$ cat src/rtl/mlfqss_pkg.sv
`timescale 1ns / 1ps
`default_nettype none
package mlfqss_pkg;

    localparam int DEF_NUM_SLOTS = 64;
    localparam int DEF_FRAC_BITS = 16;
    localparam int FULL_SHARE    = 100;

    localparam logic [2:0] MODE_ADMIT = 3'd0;
    localparam logic [2:0] MODE_BLOCK = 3'd1;
    localparam logic [2:0] MODE_WAKE  = 3'd2;
    localparam logic [2:0] MODE_SCHED = 3'd3;
    localparam logic [2:0] MODE_SHARE = 3'd4;
    localparam logic [2:0] MODE_EXIT  = 3'd5;

    localparam logic [1:0] ST_OK       = 2'd0;
    localparam logic [1:0] ST_REJECT   = 2'd1;
    localparam logic [1:0] ST_NONE     = 2'd2;
    localparam logic [1:0] ST_NOT_USED = 2'd3;

    localparam logic [2:0] CFG_BOOST_PERIOD = 3'd0;
    localparam logic [2:0] CFG_ALLOT0       = 3'd1;
    localparam logic [2:0] CFG_ALLOT1       = 3'd2;
    localparam logic [2:0] CFG_QUANTUM0     = 3'd3;
    localparam logic [2:0] CFG_QUANTUM1     = 3'd4;
    localparam logic [2:0] CFG_QUANTUM2     = 3'd5;
    localparam logic [2:0] CFG_MIN_SHARE    = 3'd6;

    localparam logic [15:0] RST_BOOST_PERIOD = 16'd100;
    localparam logic [7:0]  RST_ALLOT0       = 8'd5;
    localparam logic [7:0]  RST_ALLOT1       = 8'd10;
    localparam logic [7:0]  RST_QUANTUM0     = 8'd1;
    localparam logic [7:0]  RST_QUANTUM1     = 8'd2;
    localparam logic [7:0]  RST_QUANTUM2     = 8'd4;
    localparam logic [6:0]  RST_MIN_SHARE    = 7'd20;

    typedef struct packed {
        logic [2:0] mode;
        logic [5:0] slot;
        logic [6:0] share;
    } t_in;

    typedef struct packed {
        logic [1:0] status;
        logic [5:0] chosen_slot;
        logic       chosen_policy;
        logic [1:0] chosen_level;
    } t_out;

endpackage
`default_nettype wire

$ cat src/rtl/mlfqss_div.sv
`timescale 1ns / 1ps
`default_nettype none
module mlfqss_div
    import mlfqss_pkg::*;
#(
    parameter int FRAC_BITS = DEF_FRAC_BITS
) (
    input  wire logic                   i_clk,
    input  wire logic                   i_rst_n,
    input  wire logic                   i_start,
    input  wire logic [6:0]             i_divisor,
    output logic                        o_busy,
    output logic                        o_done,
    output logic [FRAC_BITS+7:0]        o_quot
);
    localparam int DW = FRAC_BITS + 7;
    localparam int CW = $clog2(DW + 1);
    localparam logic [DW-1:0] DIVIDEND = DW'(FULL_SHARE) << FRAC_BITS;

    logic          r_busy, r_done, r_zero;
    logic [CW-1:0] r_cnt;
    logic [6:0]    r_rem, r_dsr;
    logic [DW-1:0] r_dvd, r_q;
    logic [7:0]    rem_sh;
    logic          ge;

    assign rem_sh = {r_rem, r_dvd[DW-1]};
    assign ge     = rem_sh >= {1'b0, r_dsr};

    always_ff @(posedge i_clk) begin
        if (!i_rst_n) begin
            r_busy <= 1'b0;
            r_done <= 1'b0;
        end else begin
            r_done <= 1'b0;
            if (!r_busy && i_start) begin
                r_zero <= (i_divisor == 7'd0);
                r_dsr  <= i_divisor;
                r_rem  <= '0;
                r_dvd  <= DIVIDEND;
                r_q    <= '0;
                r_cnt  <= '0;
                if (i_divisor == 7'd0) begin
                    r_done <= 1'b1;
                end else begin
                    r_busy <= 1'b1;
                end
            end else if (r_busy) begin
                r_rem <= ge ? 7'(rem_sh - {1'b0, r_dsr}) : rem_sh[6:0];
                r_dvd <= r_dvd << 1;
                r_q   <= {r_q[DW-2:0], ge};
                r_cnt <= r_cnt + 1'b1;
                if (r_cnt == CW'(DW - 1)) begin
                    r_busy <= 1'b0;
                    r_done <= 1'b1;
                end
            end
        end
    end

    assign o_busy = r_busy;
    assign o_done = r_done;
    assign o_quot = r_zero ? '1 : {1'b0, r_q};
endmodule
`default_nettype wire

$ cat config.mk
export PLATFORM = sky130hd
export DESIGN_NAME = mlfqss_div
export DESIGN_NICKNAME = d
export VERILOG_FILES = /design/src/rtl/mlfqss_pkg.sv /design/src/rtl/mlfqss_div.sv
export SDC_FILE = /design/constraint.sdc
export NUM_CORES = 1
export LEC_CHECK = 0
export ABC_AREA = 1
export ABC_CLOCK_PERIOD_IN_PS = 5500
export BUFFER_PORTS_ARGS = -buffer_cell sky130_fd_sc_hd__buf_2
export CORE_ASPECT_RATIO = 0.75
export CORE_MARGIN = 3
export CORE_UTILIZATION = 35
export CTS_CLUSTER_DIAMETER = 120
export DETAILED_ROUTE_END_ITERATION = 8
export GPL_TIMING_DRIVEN = 1
export SLEW_MARGIN = 20
export SYNTH_ARGS = -nofsm -noshare
export SYNTH_HDL_FRONTEND = slang
export SYNTH_SLANG_ARGS = --single-unit
$ cat constraint.sdc
create_clock -name i_clk -period 5.5 [get_ports i_clk]
set_input_delay 0.55 -clock i_clk [delete_from_list [all_inputs] [get_ports i_clk]]
set_output_delay 0.55 -clock i_clk [all_outputs]
set_load 0.1 [all_outputs]
==> impl_results.md, run 1 <==
* Status: completed
* Placement Rows at 26
* Startpoint types: flop
* Tot Pwr at 0.9344 mW
* WL met1 at 2309 um
* Mapped Cells at ~280
* Count of maximum capacitance violations at 0
* GP Congestion at a little under 0.8
* CTS Hold Bufs at 0
* Post-CTS sizing at 0
* Leading cell type in the layout, fill and taps excluded: nand2_1
* Post-synthesis sequential area ratio at roughly three fifths
* Die footprint at around 8300 um2
* FILL cells at 712
* Yosys warns at 0
* Drt first pass iters at 4
* Chip width at roughly 100 um
* Worst slew pin tran at 633.0 ps
* Post-CTS Setup Bufs at 0
* Antenna cells at 0
* Residual DRC count at 0
* Hold Path Class: input pin to flop
* Max Clk Rate at 443.7 MHz
* Routed vias/inst at ~4.3
* Kind of critical path: flop to primary output
* RSZ-0062 raised after global routing: no
* Pwr dens at about 320 nW/um2
* Initial core utilization at 36.68%
* Worst Path Max Fanout at 22
* I/O pin count at 36
* Mapped Nets at 297
* Critical Path RT at ~5000 ps
* LEAKAGE at about 1.4 nW
* Total number of H-tree levels at 2
* CTS Buf Count at 5
* Most frequent cells in the layout: nand2_1 (61), inv_1 (56), nor2_1 (50)
* Share of layout cells above drive strength 1 at 18.10%
* IO Port Bufs at 35
* Skew-Pair Late Insertion Delay at approximately 300 ps
* Global-route wire length before repair at between 7000 and 8000 um
* Metal3 WL at 254 um
* Gr usage total at between 10% and 20%
* DR vias at between 1500 and 2000
* Final hold violation count at 0
* Die H at 79.63 um
* Setup WS post-layout at ~3200 ps
* WL met2 at 1924 um
* Area of the core at around 7000 um2
* Layout Skew at around 8.6 ps
* CP arrival at between 1500 and 2000 ps
* Crit end category: primary output
* Clk buf depth at 2
* WHS at ~440 ps
* Max rail drop VDD at about 0.00014 V
* Final WL at 4526 um
* Synthesized cell area at 2530 um2
* DPL Wire Length at around 3200 um
* Antenna viol nets, final at 0
* Area Growth Syn to Fin at 15.58%
* TNS Setup at 0 ps
* Uppermost routed layer: met4
* Number of global-route vias before repair at around 1600
* Slew headroom at between 50% and 60%
* Fin. max-slew vios at 0
* Final period utilization at around two fifths
* Register bit total from synthesis at 50
* Initial antenna violation count at 0
* Global route overflow at 0
* Dpl ws at about 3400 ps
* Final nets at 334
* Final setup vio count at 0
* CTS tree: yes
* Clk slew on worst S/H paths at roughly 90 ps
* CTS root buf: clkbuf_8
* Syn Area/Cell at ~9.1 um2
* CTS sink cnt at 50
* Routed length per instance at about 11 um
* Largest net degree at the start of global routing at between 40 and 50
* DRT iter0 DRCs at 83
* Netlist cell types at 26
* Final Critical Period at roughly 2300 ps
critical path, cell delays in order, from the launching register on:
cell      delay (ps)
edfxtp_1         460
inv_1            510
nand2_1          110
buf_2            320
flip-flops by register name, indices dropped and copies added, names as in the netlist:
signal  flops
r_q        23
r_dsr       7
r_rem       7
r_cnt       5
r_dvd       5
o_busy      1
o_done      1
r_zero      1
worst paths after layout:
path	cells after the start	start	endpoint	slack (ps)
max	3	r_zero	o_quot[2]	3250
min	1	i_divisor[3]	r_dsr[3]	440
max reg2reg	11	r_dsr[0]	r_rem[0]	3520
min reg2reg	1	r_dvd[20]	r_dvd[21]	510
synth_stat cells:
master	instances	area [um2]
buf_2	1	5.000
nand4_1	3	18.77
nor3_1	2	10.01
xnor2_1	2	17.52
a21oi_4	1	16.27
dfxtp_1	2	40.04
inv_1	56	210.2
buf_4	1	7.510
ha_1	9	112.6
fa_1	1	20.02
inv_2	4	15.01
clkbuf_1	5	18.77
nand2_1	61	229.0
and2_1	1	6.260
or2_4	1	8.760
nor4_1	1	6.260
nor2_1	51	191.4
or2_2	3	18.77
a21oi_1	3	15.01
edfxtp_1	48	1441
nand3_1	15	75.07
nand2_2	1	6.260
nor3_2	1	10.01
o21ai_0	2	10.01
nor2_4	1	11.26
xor2_1	1	8.760
cell families after synthesis:
kind of cell / synth area share [%]
XOR/XNOR: 1.039
AO/OA/AOI/OAI: 1.632
AND/OR/NAND/NOR: 23.39
flip-flops: 58.56
buffers and inverters: 10.14
adder cells (fa/ha/maj): 5.242
cell type report:
type,instances,area [um2],share of cell area (%)
tap,98,122.6,4.193
multi-input combinational,160,794.5,27.17
timing repair buffer,37,190.2,6.504
inverter,60,225.2,7.702
clock buffer,6,72.57,2.482
clock inverter,2,37.54,1.284
sequential,50,1481,50.66
through the flow:
stage          cells  utilization, %  area (um2)
2_1_floorplan    277               -        2530
5_1_grt          413           42.40        2924
4_1_cts          413           42.40        2924
3_3_place_gp     405           40.80        2814
6_report         413           42.40        2924
3_5_place_dp     405           40.80        2814
routing by layer:
metal  track usage (%)  up-vias
met5                 0        -
met4             2.789        0
met3             2.668        4
met2             17.38       42
met1             16.31      812
li1                  -      927
power by group:
group	leakage (nW)	switching [mW]	internal, mW
clock network	0.0514	0.121	0.136
logic	0.868	0.163	0.0529
registers	0.480	0.0104	0.452
No activity file was read; power rests on OpenSTA's default activity.
==> run 2: changes to the inputs <==
--- a/config.mk
+++ b/config.mk
@@ -6,7 +6,7 @@
 export NUM_CORES = 1
 export LEC_CHECK = 0
 export ABC_AREA = 1
-export ABC_CLOCK_PERIOD_IN_PS = 5500
+export ABC_CLOCK_PERIOD_IN_PS = 2000
 export BUFFER_PORTS_ARGS = -buffer_cell sky130_fd_sc_hd__buf_2
 export CORE_ASPECT_RATIO = 0.75
 export CORE_MARGIN = 3
==> constraint.sdc (replaced) <==
create_clock -name i_clk -period 2 [get_ports i_clk]
set_input_delay 0.2 -clock i_clk [delete_from_list [all_inputs] [get_ports i_clk]]
set_output_delay 0.2 -clock i_clk [all_outputs]
set_load 0.1 [all_outputs]
==> run 2 against run 1 <==
  * Critical path depth unchanged
  * Setup slack got worse by 3100 ps
  * Global-route usage increased by 0.66 points
  * First-iteration DRC count increased by 55%
  * Clock skew increased by 2.5 ps
  * Cell area increased by 0.39%
==> impl_results.md, run 2 (synthesis results as in run 1) <==
* Pwr dens at 830.3 nW/um2 (was 319.6 nW/um2)
* Antenna viol nets, final at 0 (unchanged)
* Biggest register: r_q (unchanged)
* Share of layout cells above drive strength 1 at 20.44% (was 18.10%)
* Number of global-route vias before repair at 1761 (was 1648)
* Layout Skew at 11.05 ps (was 8.583 ps)
* Critical Path RT at 1800 ps (was 4950 ps)
* Power share of the clock group at 23.4% (was 27.5%)
* Startpoint types: flop (unchanged)
* CTS Buf Count at 5 (unchanged)
* Crit end category: primary output (unchanged)
* DRT iter0 DRCs at 129 (was 83)
* Max FFs per register at 23 (unchanged)
* Worst Path Max Fanout at 11 (was 22)
* Skew-Pair Late Insertion Delay at 300 ps (about the same)
* Regs by FF count: r_q x23, r_dsr x7, r_rem x7 (unchanged)
* CTS sink cnt at 50 (unchanged)
* Fin. max-slew vios at 0 (unchanged)
* GP Congestion at 0.8335 (was 0.7949)
* Count of maximum capacitance violations at 0 (unchanged)
* IO Port Bufs at 35 (unchanged)
* Hold Path Class: input pin to flop (unchanged)
* Max rail drop VDD at 0.0003549 V (was 0.0001370 V)
* Total number of H-tree levels at 2 (unchanged)
* Antenna cells at 0 (unchanged)
* Gr usage total at 12.00% (was 11.34%)
* CTS Hold Bufs at 0 (unchanged)
* Reg power frac at 52.2% (was 49.4%)
* Area Growth Syn to Fin at 16.02% (was 15.58%)
* Logic pwr share at 24.4% (was 23.1%)
* Clk slew on worst S/H paths at 90 ps (about the same)
* Met1 Track Usage GR at 16.40% (was 16.31%)
* Final WL at 4638 um (was 4526 um)
* Die footprint at 8295 um2 (unchanged)
* Met3 Use GR at 2.910% (was 2.668%)
* Final period utilization at between 90% and 100%
* I/O pin count at 36 (unchanged)
* RSZ-0062 raised after global routing: no (unchanged)
* Drt first pass iters at 4 (unchanged)
* Area of the core at 6897 um2 (unchanged)
* DPL Wire Length at 3301 um (was 3244 um)
* GR Util met2 at 18.87% (was 17.38%)
* GR peak layer: met2 (unchanged)
* Sw Ratio at 33.07% (was 31.49%)
* Final nets at 337 (was 334)
* Routed vias/inst at 4.240 (was 4.322)
* CTS root buf: clkbuf_8 (unchanged)
* Clk buf depth at 2 (unchanged)
* LEAKAGE at 1.389 nW (was 1.399 nW)
* Residual DRC count at 0 (unchanged)
* TNS Setup at 0 ps (unchanged)
* Non-Filler Instances at 416 (was 413)
* Leading cell type in the layout, fill and taps excluded: nand2_1 (unchanged)
* Most frequent cells in the layout: nand2_1 (60), inv_1 (54), nor2_1 (50) (was nand2_1 (61), inv_1 (56), nor2_1 (50))
* Routed length per instance at 11.15 um (was 10.96 um)
* Die H at 79.63 um (unchanged)
* Final Util at 42.56% (was 42.40%)
* Kind of critical path: flop to primary output (unchanged)
* DR vias at 1764 (was 1785)
* CTS tree: yes (unchanged)
* Initial antenna violation count at 0 (unchanged)
* CP arrival at 1670 ps (was 1700 ps)
* Global-route wire length before repair at 8017 um (was 7555 um)
* Max Clk Rate at ~530 MHz
* Global route overflow at 0 (unchanged)
* Final hold violation count at 0 (unchanged)
* Final setup vio count at 0 (unchanged)
* Chip width at 104.2 um (unchanged)
* Final Critical Period at 1875 ps
* Placement Rows at 26 (unchanged)
* Status: completed (unchanged)
* Initial core utilization at 36.68% (unchanged)
* Pint at 1.631 mW (was 0.6402 mW)
* Slew headroom at 65.43% (was 57.75%)
* Sw Pwr at 0.8060 mW (was 0.2942 mW)
* Worst slew pin tran at 518.6 ps (was 633.0 ps)
* Largest net degree at the start of global routing at 41 (unchanged)
* # placed instances at 407 (was 405)
run 2: path summary, 6_finish.rpt:
check                             startpoint         to  slack [ps]  depth (start not counted)
worst max-delay path                  r_zero  o_quot[0]         130                          3
worst min-delay path            i_divisor[4]   r_dsr[4]          90                          1
worst max register to register      r_rem[4]   r_rem[6]         160                          8
worst min register to register     r_dvd[20]  r_dvd[21]         520                          1
run 2: worst max-delay path, cell delays in order (launching register included):
cell and delay, ps:
edfxtp_1 510, clkinvlp_4 310, nand2_1 130, buf_2 430
run 2: power groups by stage:
stage / Sequential, mW / Combinational (mW) / Clock (mW)
after detailed placement: 1.30 / 0.595 / 0
after global routing: 1.28 / 0.666 / 0.640
final: 1.27 / 0.595 / 0.570
after CTS: 1.27 / 0.598 / 0.593
after floorplan: 1.30 / 0.480 / 0
after global placement: 1.30 / 0.588 / 0
run 2: layout make-up:
type,instances,area [um2]
fill,712,3961
sequential,50,1483
multi-input combinational,160,799.5
inverter,60,232.7
timing repair buffer,39,205.2
tap,98,122.6
clock buffer,5,68.82
clock inverter,3,16.27
timing repair inverter,1,7.507
run 2: what timing repair did:
item,in CTS,in global routing
setup buffers,0,0
endpoints found under the setup margin,0,28
resized for setup,0,4
run 2: metal layers:
layer | up-vias | wire length, um
li1 | 940 | -
met1 | 791 | 2369
met2 | 26 | 2007
met3 | 7 | 206
met4 | 0 | 55
met5 | - | 0
run 2: stage by stage:
stage	area, um2	hold WS, ps	power, mW	setup WS (ps)
2_1_floorplan	2535	298.9	1.778	39.73
3_3_place_gp	2834	394.6	1.884	144.4
3_5_place_dp	2834	395.5	1.892	71.60
4_1_cts	2919	76.12	2.465	47.95
5_1_grt	2935	73.77	2.586	1.244
6_report	2935	88.49	2.437	125.1
