===== config.mk =====
export PLATFORM = sky130hd
export DESIGN_NAME = mlfqss_sat_add
export DESIGN_NICKNAME = d
export VERILOG_FILES = /design/src/rtl/mlfqss_pkg.sv /design/src/rtl/mlfqss_sat_add.sv
export SDC_FILE = /design/constraint.sdc
export NUM_CORES = 1
export LEC_CHECK = 0
export BUFFER_PORTS_ARGS = -buffer_cell sky130_fd_sc_hd__buf_2
export CORE_MARGIN = 2
export CORE_UTILIZATION = 55
export DETAILED_ROUTE_END_ITERATION = 8
export GPL_TIMING_DRIVEN = 0
export PLACE_DENSITY = 0.95
export SYNTH_ARGS = -nofsm -noshare
export SYNTH_HDL_FRONTEND = slang
export SYNTH_SLANG_ARGS = --single-unit

===== constraint.sdc =====
create_clock -name vclk -period 5.3
set_input_delay 1.06 -clock vclk [all_inputs]
set_output_delay 1.06 -clock vclk [all_outputs]
set_load 0.02 [all_outputs]

===== src/rtl/mlfqss_pkg.sv =====
`timescale 1ns / 1ps
`default_nettype none
package mlfqss_pkg;

    localparam int DEF_NUM_SLOTS = 64;
    localparam int DEF_FRAC_BITS = 16;
    localparam int FULL_SHARE    = 100;

    localparam logic [2:0] MODE_ADMIT = 3'd0;
    localparam logic [2:0] MODE_BLOCK = 3'd1;
    localparam logic [2:0] MODE_WAKE  = 3'd2;
    localparam logic [2:0] MODE_SCHED = 3'd3;
    localparam logic [2:0] MODE_SHARE = 3'd4;
    localparam logic [2:0] MODE_EXIT  = 3'd5;

    localparam logic [1:0] ST_OK       = 2'd0;
    localparam logic [1:0] ST_REJECT   = 2'd1;
    localparam logic [1:0] ST_NONE     = 2'd2;
    localparam logic [1:0] ST_NOT_USED = 2'd3;

    localparam logic [2:0] CFG_BOOST_PERIOD = 3'd0;
    localparam logic [2:0] CFG_ALLOT0       = 3'd1;
    localparam logic [2:0] CFG_ALLOT1       = 3'd2;
    localparam logic [2:0] CFG_QUANTUM0     = 3'd3;
    localparam logic [2:0] CFG_QUANTUM1     = 3'd4;
    localparam logic [2:0] CFG_QUANTUM2     = 3'd5;
    localparam logic [2:0] CFG_MIN_SHARE    = 3'd6;

    localparam logic [15:0] RST_BOOST_PERIOD = 16'd100;
    localparam logic [7:0]  RST_ALLOT0       = 8'd5;
    localparam logic [7:0]  RST_ALLOT1       = 8'd10;
    localparam logic [7:0]  RST_QUANTUM0     = 8'd1;
    localparam logic [7:0]  RST_QUANTUM1     = 8'd2;
    localparam logic [7:0]  RST_QUANTUM2     = 8'd4;
    localparam logic [6:0]  RST_MIN_SHARE    = 7'd20;

    typedef struct packed {
        logic [2:0] mode;
        logic [5:0] slot;
        logic [6:0] share;
    } t_in;

    typedef struct packed {
        logic [1:0] status;
        logic [5:0] chosen_slot;
        logic       chosen_policy;
        logic [1:0] chosen_level;
    } t_out;

endpackage
`default_nettype wire


===== src/rtl/mlfqss_sat_add.sv =====
`timescale 1ns / 1ps
`default_nettype none
module mlfqss_sat_add
    import mlfqss_pkg::*;
#(
    parameter int W = DEF_FRAC_BITS + 24
) (
    input  wire logic [W-1:0] i_a,
    input  wire logic [W-1:0] i_b,
    output logic [W-1:0]      o_sum
);
    logic [W:0] sum;
    assign sum   = {1'b0, i_a} + {1'b0, i_b};
    assign o_sum = sum[W] ? '1 : sum[W-1:0];
endmodule
`default_nettype wire


==> results of run 1 <==
## area by class of cell
type | instances | area [um^2] | area share (%)
Buffer | 18 | 93.8 | 2.79
Timing Repair Buffer | 120 | 601 | 17.8
Tap cell | 67 | 83.8 | 2.49
Multi-Input combinational cell | 363 | 2540 | 75.4
Inverter | 13 | 48.8 | 1.45
## power breakdown
group	switching, mW	internal [mW]	leakage (nW)
registers	0	0	0
logic	0.318	0.197	1.61
clock network	0	0	0
total	0.318	0.197	1.61
## Yosys cell counts, types with 3 or more instances
| master | number | area share (%) |
|---|---|---|
| nand4_1 | 14 | 3.3 |
| o221ai_1 | 4 | 1.3 |
| o31ai_1 | 5 | 1.4 |
| nor3_1 | 13 | 2.4 |
| ha_1 | 40 | 19 |
| mux2i_1 | 3 | 1.1 |
| xor2_1 | 11 | 3.6 |
| nand2_1 | 53 | 7.4 |
| nor3b_1 | 3 | 0.84 |
| nor2b_1 | 4 | 0.93 |
| buf_4 | 3 | 0.84 |
| inv_1 | 13 | 1.8 |
| nor2_1 | 26 | 3.6 |
| a21o_1 | 15 | 4.2 |
| o21a_1 | 7 | 2.0 |
| o211ai_1 | 5 | 1.4 |
| o21ai_1 | 6 | 1.1 |
| a31oi_1 | 3 | 0.70 |
| a211oi_1 | 4 | 1.1 |
| o21bai_1 | 8 | 2.2 |
| a21oi_1 | 51 | 9.5 |
| buf_2 | 12 | 2.2 |
| o31a_1 | 3 | 0.98 |
| clkbuf_1 | 3 | 0.42 |
| a21boi_0 | 4 | 1.1 |
| o21ai_0 | 25 | 4.7 |
| xnor2_1 | 14 | 4.6 |
## worst max-delay path, stage by stage
cell and delay (ns):
buf_2 0.10, ha_1 0.23, fa_1 0.43, a211oi_1 0.36, o211ai_1 0.19, a311o_1 0.35, o211ai_2 0.27, a21oi_4 0.16
nor2_4 0.25, buf_4 0.24, o31ai_1 0.11, buf_2 0.17
## cells by family after synthesis
group	Yosys count	share of synthesized area [%]
AOI/OAI and AO/OA	160	41.1
and+or+nand+nor	134	24.9
adders and majority gates	41	19.4
buffers and inverters	31	5.32
xor gates and xnor gates	25	8.16
muxes	3	1.12
## metrics by stage
step | setup slack [ns] | util (%)
detailed placement | 0.369 | 71.3
finish | 0.312 | 71.3
global placement | 0.380 | 71.3
global route | 0.155 | 71.3
floorplan | 0.731 | -
CTS | 0.365 | 71.3
## layer usage
| metal | vias to the layer above | GRT usage [%] | share of wire (%) |
|---|---|---|---|
| li1 | 1738 | - | - |
| met1 | 1605 | 37.5 | 41 |
| met2 | 202 | 52.2 | 50 |
| met3 | 22 | 1.23 | 6.9 |
| met4 | 0 | 7.47 | 1.8 |
| met5 | - | 0 | 0 |
## final timing paths
| check | startpoint | end | slack (ns) | cells after the start |
|---|---|---|---|---|
| setup / recovery | i_a[0] | o_sum[34] | 0.31 | 12 |
| hold / removal | i_b[0] | o_sum[0] | 2.55 | 4 |
==> flow_metrics.env, run 1 <==
export IMPL_cp_end_kind="output port"
export IMPL_core_um2=4720
export IMPL_cap_violations=0
export IMPL_cts_setup_buffers=0
export IMPL_power_density_nw_per_um2=153
export IMPL_dr_pass1_iters=4
export IMPL_period_needed_ns=4.99
export IMPL_hpwl_um=7150
export IMPL_ir_drop_v=0.0000708
export IMPL_final_cells=581
export IMPL_setup_violations=0
export IMPL_tightest_slew_ns=0.574
export IMPL_slew_limit_headroom_pct=61.7
export IMPL_drt_iter0_drc=255
export IMPL_ys_warn_count=0
export IMPL_netlist_area_um2=2680
export IMPL_initial_core_util_pct=56.8
export IMPL_cp_max_fo=10
export IMPL_layout_common_cells="132 x buf_2, 53 x nand2_1, 51 x a21oi_1"
export IMPL_io_buffer_count=120
export IMPL_leakage_nw=1.61
export IMPL_path_class="in2out"
export IMPL_syn_area_per_cell_um2=6.81
export IMPL_hold_viol=0
export IMPL_worstPathRequired_ns=4.24
export IMPL_outcome="finished, final reports clean"
export IMPL_fin_crit_sh_pct=94.1
export IMPL_layout_drive_gt1_share_pct=30.2
export IMPL_rsz0062_at_grt="no"
export IMPL_grt_remaining_overflow=0
export IMPL_detail_route_wl_per_cell_um=14.6
export IMPL_max_freq_mhz=200
export IMPL_final_common_cell="buf_2"
export IMPL_die_x_um=73.8
export IMPL_hold_ws_ns=2.55
export IMPL_routabilityCongestion=0.946
export IMPL_drc=0
export IMPL_totalPowerFinal_mw=0.515
export IMPL_io_pins=120
export IMPL_viasPerCell=6.14
export IMPL_grt_max_degree=11
export IMPL_syn_nets=515
export IMPL_nets=637
export IMPL_fillers=411
export IMPL_arrival_ns=3.93
export IMPL_grt_use_total_pct=29.0
export IMPL_clock_buffers=0
export IMPL_synthCells=394
export IMPL_num_vias=3567
export IMPL_ant_nets=0
export IMPL_place_area_um2=3370
export IMPL_hold_class="in2out"
export IMPL_rows=25
export IMPL_ys_types=61
export IMPL_finalSetupTns_ns=0
export IMPL_fin_area_um2=3370
export IMPL_syn_to_final_growth_pct=25.5
export IMPL_flops_and_latches=0
export IMPL_die_h_um=73.8
export IMPL_post_cts_resized=0
export IMPL_grt_pass1_wl_um=13300
export IMPL_routed_wl_um=8480
export IMPL_ys_seq_area_share_pct=0
export IMPL_seq_area_um2=0
export IMPL_antenna_found_initial=0
export IMPL_grt_pass1_vias=3202
export IMPL_hold_buffers=0
export IMPL_die_area_um2=5450
export IMPL_slew_viol_final=0
export IMPL_startpoint_type="input port"
export IMPL_dp_cells=581
export IMPL_n_antenna_cell=0
(Power assumes the default switching activity.)
==> run 2, diff against run 1 <==
- ABC_AREA: unset -> 1
- CORE_UTILIZATION: 55 -> 48
- PLACE_DENSITY: 0.95 -> 0.89
- clock period: 5.3 -> 4.4 ns (I/O delays scaled with it)
==> run 2 against run 1 <==
Effect of this change:
- via count up 25%
- cell area up 19%
- synthesized cell count up 69%
- final cell count up 49%
- global-route usage down 1.7 points
- critical path depth up 1
- sequential cell count unchanged
- sequential share of layout area unchanged
- area after synthesis up 24%
==> flow_metrics.env, run 2 <==
export IMPL_outcome="finished, final reports clean"
export IMPL_drc=0
export IMPL_cp_slowest_cell="fa_1"
export IMPL_worstPathRequired_ns=3.52
export IMPL_arrival_ns=2.96
export IMPL_post_cts_resized=0
export IMPL_tightest_slew_ns=0.379
export IMPL_ir_drop_v=0.000135
export IMPL_clock_buffers=0
export IMPL_cap_violations=0
export IMPL_grt_pass1_vias=3888
export IMPL_period_needed_ns=3.84
export IMPL_netlist_area_um2=3320
export IMPL_drt_iter0_drc=351
export IMPL_io_pins=120
export IMPL_die_area_um2=7590
export IMPL_hpwl_um=9420
export IMPL_cp_end_kind="output port"
export IMPL_synth_top_area_share_pct=31.7
export IMPL_antenna_found_initial=0
export IMPL_leakage_nw=2.51
export IMPL_pwr_share_comb_pct=100.0
export IMPL_rsz0062_at_grt="no"
export IMPL_crit_end="o_sum[27]"
export IMPL_syn_area_per_cell_um2=4.98
export IMPL_startpoint_type="input port"
export IMPL_final_cells=866
export IMPL_syn_nets=787
export IMPL_initial_core_util_pct=49.1
export IMPL_routabilityCongestion=1.01
export IMPL_switchingPower_mw=0.439
export IMPL_layout_drive_gt1_share_pct=19.7
export IMPL_slew_limit_headroom_pct=74.4
export IMPL_fillers=739
export IMPL_seq_area_um2=0
export IMPL_core_um2=6760
export IMPL_cp_cell_sequence="buf_2 -> ha_1 -> fa_1 -> nand2_1 -> nand3_1 -> nand3_1 -> nand2_2 -> nand2_2 -> nand3b_4 -> a21oi_4 -> buf_6 -> nand3_2 -> buf_2"
export IMPL_dr_pass1_iters=5
export IMPL_startpoint="i_a[0]"
export IMPL_layout_common_cells="280 x nand2_1, 122 x inv_1, 120 x buf_2"
export IMPL_grt_max_degree=11
export IMPL_pwr_share_seq_pct=0
export IMPL_hold_ws_ns=2.17
export IMPL_synth_area_leaders="nand2_1 32%, ha_1 15%, inv_1 14%"
export IMPL_swShare_pct=63.9
export IMPL_slew_viol_final=0
export IMPL_dp_cells=866
export IMPL_pwr_share_clk_pct=0
export IMPL_ys_seq_area_share_pct=0
export IMPL_die_x_um=87.1
export IMPL_rows=30
export IMPL_fin_ws_ns=0.561
export IMPL_setup_violations=0
export IMPL_hold_viol=0
export IMPL_synthCells=666
export IMPL_ys_warn_count=0
export IMPL_hold_class="in2out"
export IMPL_io_buffer_count=120
export IMPL_flops_and_latches=0
export IMPL_detail_route_wl_per_cell_um=12.2
export IMPL_max_freq_mhz=261
export IMPL_yosys_area_top_type="nand2_1"
export IMPL_die_h_um=87.1
export IMPL_p_int_mw=0.248
export IMPL_ant_nets=0
export IMPL_routed_wl_um=10600
export IMPL_viasPerCell=5.15
export IMPL_syn_to_final_growth_pct=21.1
export IMPL_hold_buffers=0
export IMPL_grt_remaining_overflow=0
export IMPL_path_class="in2out"
export IMPL_power_density_nw_per_um2=171
export IMPL_finalSetupTns_ns=0
export IMPL_place_ws_ns=0.575
export IMPL_nets=909
export IMPL_netlist_top_cells_count="280 x nand2_1, 122 x inv_1, 68 x nor2_1"
export IMPL_grt_pass1_wl_um=17000
export IMPL_cp_max_fo=10
export IMPL_synth_most_common_cell="nand2_1"
export IMPL_ys_types=29
export IMPL_num_vias=4459
export IMPL_grt_use_total_pct=27.3
export IMPL_final_common_cell="nand2_1"
export IMPL_cts_setup_buffers=0
export IMPL_n_antenna_cell=0
export IMPL_slowest_delay_ns=0.45
export IMPL_fin_crit_sh_pct=87.2
[run 2: cell types whose count changed in the layout (fill, tap and decap cells not counted), sizes merged, moves of 20 or more]
cell,previous run,this run
o21ai,31,11
nand2,54,287
a21oi,54,32
inv,13,123
nor2,27,70
nand3,2,55
[run 2: worst max-delay path, delay by kind of cell]
kind / cells / cell delay, ns
buffers and inverters: 3 / 0.49
adders and majority gates: 2 / 0.69
AOI/OAI and AO/OA: 1 / 0.21
and+or+nand+nor: 7 / 0.70
[run 2: cells by family after synthesis]
group                    Yosys count  share of synthesized area [%]
AND/OR/NAND/NOR                  427                           54.9
buffers and inverters            128                           15.4
adder cells (fa/ha/maj)           41                           15.7
XOR/XNOR                          22                           5.81
AO/OA/AOI/OAI                     48                           8.19
[run 2: how the worst min path moves through the flow]
stage,start,end,slack [ns],cells after the start
final,i_b[0],o_sum[0],2.17,5
after global routing,i_b[0],o_sum[0],2.22,5
after CTS,i_b[0],o_sum[0],2.18,5
after detailed placement,i_b[0],o_sum[0],2.17,5
after global placement,i_b[0],o_sum[0],2.17,5
after floorplan,i_b[0],o_sum[0],2.04,3
[run 2: final cells by class]
class,instances,area [um^2],area share [%]
Multi-Input combinational cell,538,2810,69.8
Timing Repair Buffer,120,601,15.0
Inverter,124,465,11.6
Tap cell,80,100,2.49
Buffer,4,45.0,1.12
[run 2: power groups by stage]
stage | Combinational (mW) | Sequential (mW) | Clock, mW
global route | 0.756 | 0 | 0
floorplan | 0.478 | 0 | 0
finish | 0.688 | 0 | 0
CTS | 0.680 | 0 | 0
detailed placement | 0.677 | 0 | 0
global placement | 0.674 | 0 | 0
[run 2: layer usage]
layer  vias up  GRT usage (%)  share of wire [%]
met5         -              0                  0
met4         0           4.48                2.3
met3        28           2.56                9.1
met2       200           45.5                 45
met1      1943           38.7                 44
li1       2288              -                  -
[run 2: per-stage QoR]
| stage | util, % | total power [mW] | instance area [um^2] |
|---|---|---|---|
| global route | 59.4 | 0.756 | 4020 |
| finish | 59.4 | 0.688 | 4020 |
| floorplan | - | 0.478 | 3320 |
| detailed placement | 59.4 | 0.677 | 4020 |
| global placement | 59.4 | 0.674 | 4020 |
| CTS | 59.4 | 0.680 | 4020 |
==> run 3, diff against run 2 <==
- BUFFER_PORTS_ARGS: -buffer_cell sky130_fd_sc_hd__buf_2 -> unset
- CORE_UTILIZATION: 48 -> 55
- DONT_BUFFER_PORTS: unset -> 1
- PLACE_DENSITY: 0.89 -> 0.81
==> run 3 against run 2 <==
Effect of this change:
- combinational power decreased by 13%
- clock-buffer cell count unchanged
- cell area is 15% lower
- critical path depth down 2
- sequential cell count is the same
- final cell count shrank 14%
- critical endpoint is now o_sum[39]
- highest routed layer unchanged
==> flow_metrics.env, run 3 (synthesis results as in run 2) <==
export IMPL_die_area_um2=6670
export IMPL_cp_end_kind="output port"
export IMPL_rows=28
export IMPL_flops_and_latches=0
export IMPL_cp_max_fo=10
export IMPL_routed_wl_um=10400
export IMPL_ant_nets=0
export IMPL_startpoint_type="input port"
export IMPL_startpoint="i_a[0]"
export IMPL_hold_class="in2out"
export IMPL_cap_violations=0
export IMPL_grt_pass1_vias=3542
export IMPL_fin_crit_sh_pct=82.5
export IMPL_power_density_nw_per_um2=175
export IMPL_fin_area_um2=3410
export IMPL_core_um2=5890
export IMPL_arrival_ns=2.75
export IMPL_routabilityCongestion=0.949
export IMPL_max_freq_mhz=275
export IMPL_worstPathRequired_ns=3.52
export IMPL_grt_max_degree=11
export IMPL_pwr_share_clk_pct=0
export IMPL_dr_pass1_iters=6
export IMPL_die_h_um=81.6
export IMPL_antenna_found_initial=0
export IMPL_swShare_pct=70.0
export IMPL_drc=0
export IMPL_seq_area_um2=0
export IMPL_initial_core_util_pct=56.3
export IMPL_hold_viol=0
export IMPL_pwr_share_comb_pct=100.0
export IMPL_finalSetupTns_ns=0
export IMPL_nets=789
export IMPL_final_common_cell="nand2_1"
export IMPL_hold_buffers=0
export IMPL_hpwl_um=9250
export IMPL_tightest_slew_ns=0.386
export IMPL_viasPerCell=5.45
export IMPL_io_pins=120
export IMPL_dp_cells=741
export IMPL_cts_setup_buffers=0
export IMPL_period_needed_ns=3.63
export IMPL_io_buffer_count=0
export IMPL_drt_iter0_drc=293
export IMPL_layout_drive_gt1_share_pct=5.26
export IMPL_final_cells=741
export IMPL_grt_pass1_wl_um=16200
export IMPL_detail_route_wl_per_cell_um=14.0
export IMPL_layout_common_cells="280 x nand2_1, 122 x inv_1, 68 x nor2_1"
export IMPL_ir_drop_v=0.000115
export IMPL_switchingPower_mw=0.419
export IMPL_outcome="finished, final reports clean"
export IMPL_pwr_share_seq_pct=0
export IMPL_num_vias=4040
export IMPL_syn_to_final_growth_pct=2.83
export IMPL_grt_use_total_pct=30.5
export IMPL_setup_violations=0
export IMPL_post_cts_resized=0
export IMPL_slew_viol_final=0
export IMPL_n_antenna_cell=0
export IMPL_clock_buffers=0
export IMPL_slew_limit_headroom_pct=74.1
export IMPL_rsz0062_at_grt="no"
export IMPL_p_int_mw=0.179
export IMPL_leakage_nw=2.07
export IMPL_die_x_um=81.6
export IMPL_crit_end="o_sum[39]"
export IMPL_totalPowerFinal_mw=0.598
export IMPL_grt_remaining_overflow=0
export IMPL_place_area_um2=3410
export IMPL_path_class="in2out"
[run 3: cell types whose count changed in the layout (fill, tap and decap cells not counted)]
cell	previous run	this run
buf_2	120	0
[run 3: worst max-delay path, cell delays in order]
cell and delay [ns]:
ha_1 0.24, fa_1 0.45, nand2_1 0.11, nand3_1 0.08, nand3_1 0.09, nand2_2 0.10, nand2_2 0.09, nand3b_4 0.10
a21oi_4 0.21, buf_6 0.22, nand3_2 0.19
[run 3: area by class of cell]
type	count	area (um^2)
inverters	124	465
fillers	690	2480
plain buffers	4	45.0
multi-input cells	538	2810
well taps	75	93.8
[run 3: stage by stage]
step	hold slack [ns]	utilization, %	setup slack [ns]
2_1_floorplan	2.04	-	0.995
3_5_place_dp	2.06	57.9	0.772
6_report	2.05	57.9	0.770
4_1_cts	2.06	57.9	0.762
5_1_grt	2.08	57.9	0.665
3_3_place_gp	2.05	57.9	0.766
[run 3: how the worst min path moves through the flow]
stage	to	start	slack (ns)	cells after the start
after floorplan	o_sum[0]	i_b[0]	2.04	3
after global routing	o_sum[0]	i_b[0]	2.08	3
final	o_sum[0]	i_b[0]	2.05	3
after global placement	o_sum[0]	i_b[0]	2.05	3
after detailed placement	o_sum[0]	i_b[0]	2.06	3
after CTS	o_sum[0]	i_b[0]	2.06	3
[run 3: power by group through the flow]
| stage | clock network, mW | logic (mW) | registers, mW |
|---|---|---|---|
| after floorplan | 0 | 0.478 | 0 |
| after global placement | 0 | 0.582 | 0 |
| final | 0 | 0.598 | 0 |
| after detailed placement | 0 | 0.589 | 0 |
| after global routing | 0 | 0.657 | 0 |
| after CTS | 0 | 0.591 | 0 |
[run 3: routing by layer]
metal,GRT usage [%],up-vias,part of all wire (%)
met5,0,-,0
met4,2.17,0,0.55
met3,4.29,4,9.7
met2,52.8,189,46
met1,41.9,1796,44
li1,-,2051,-
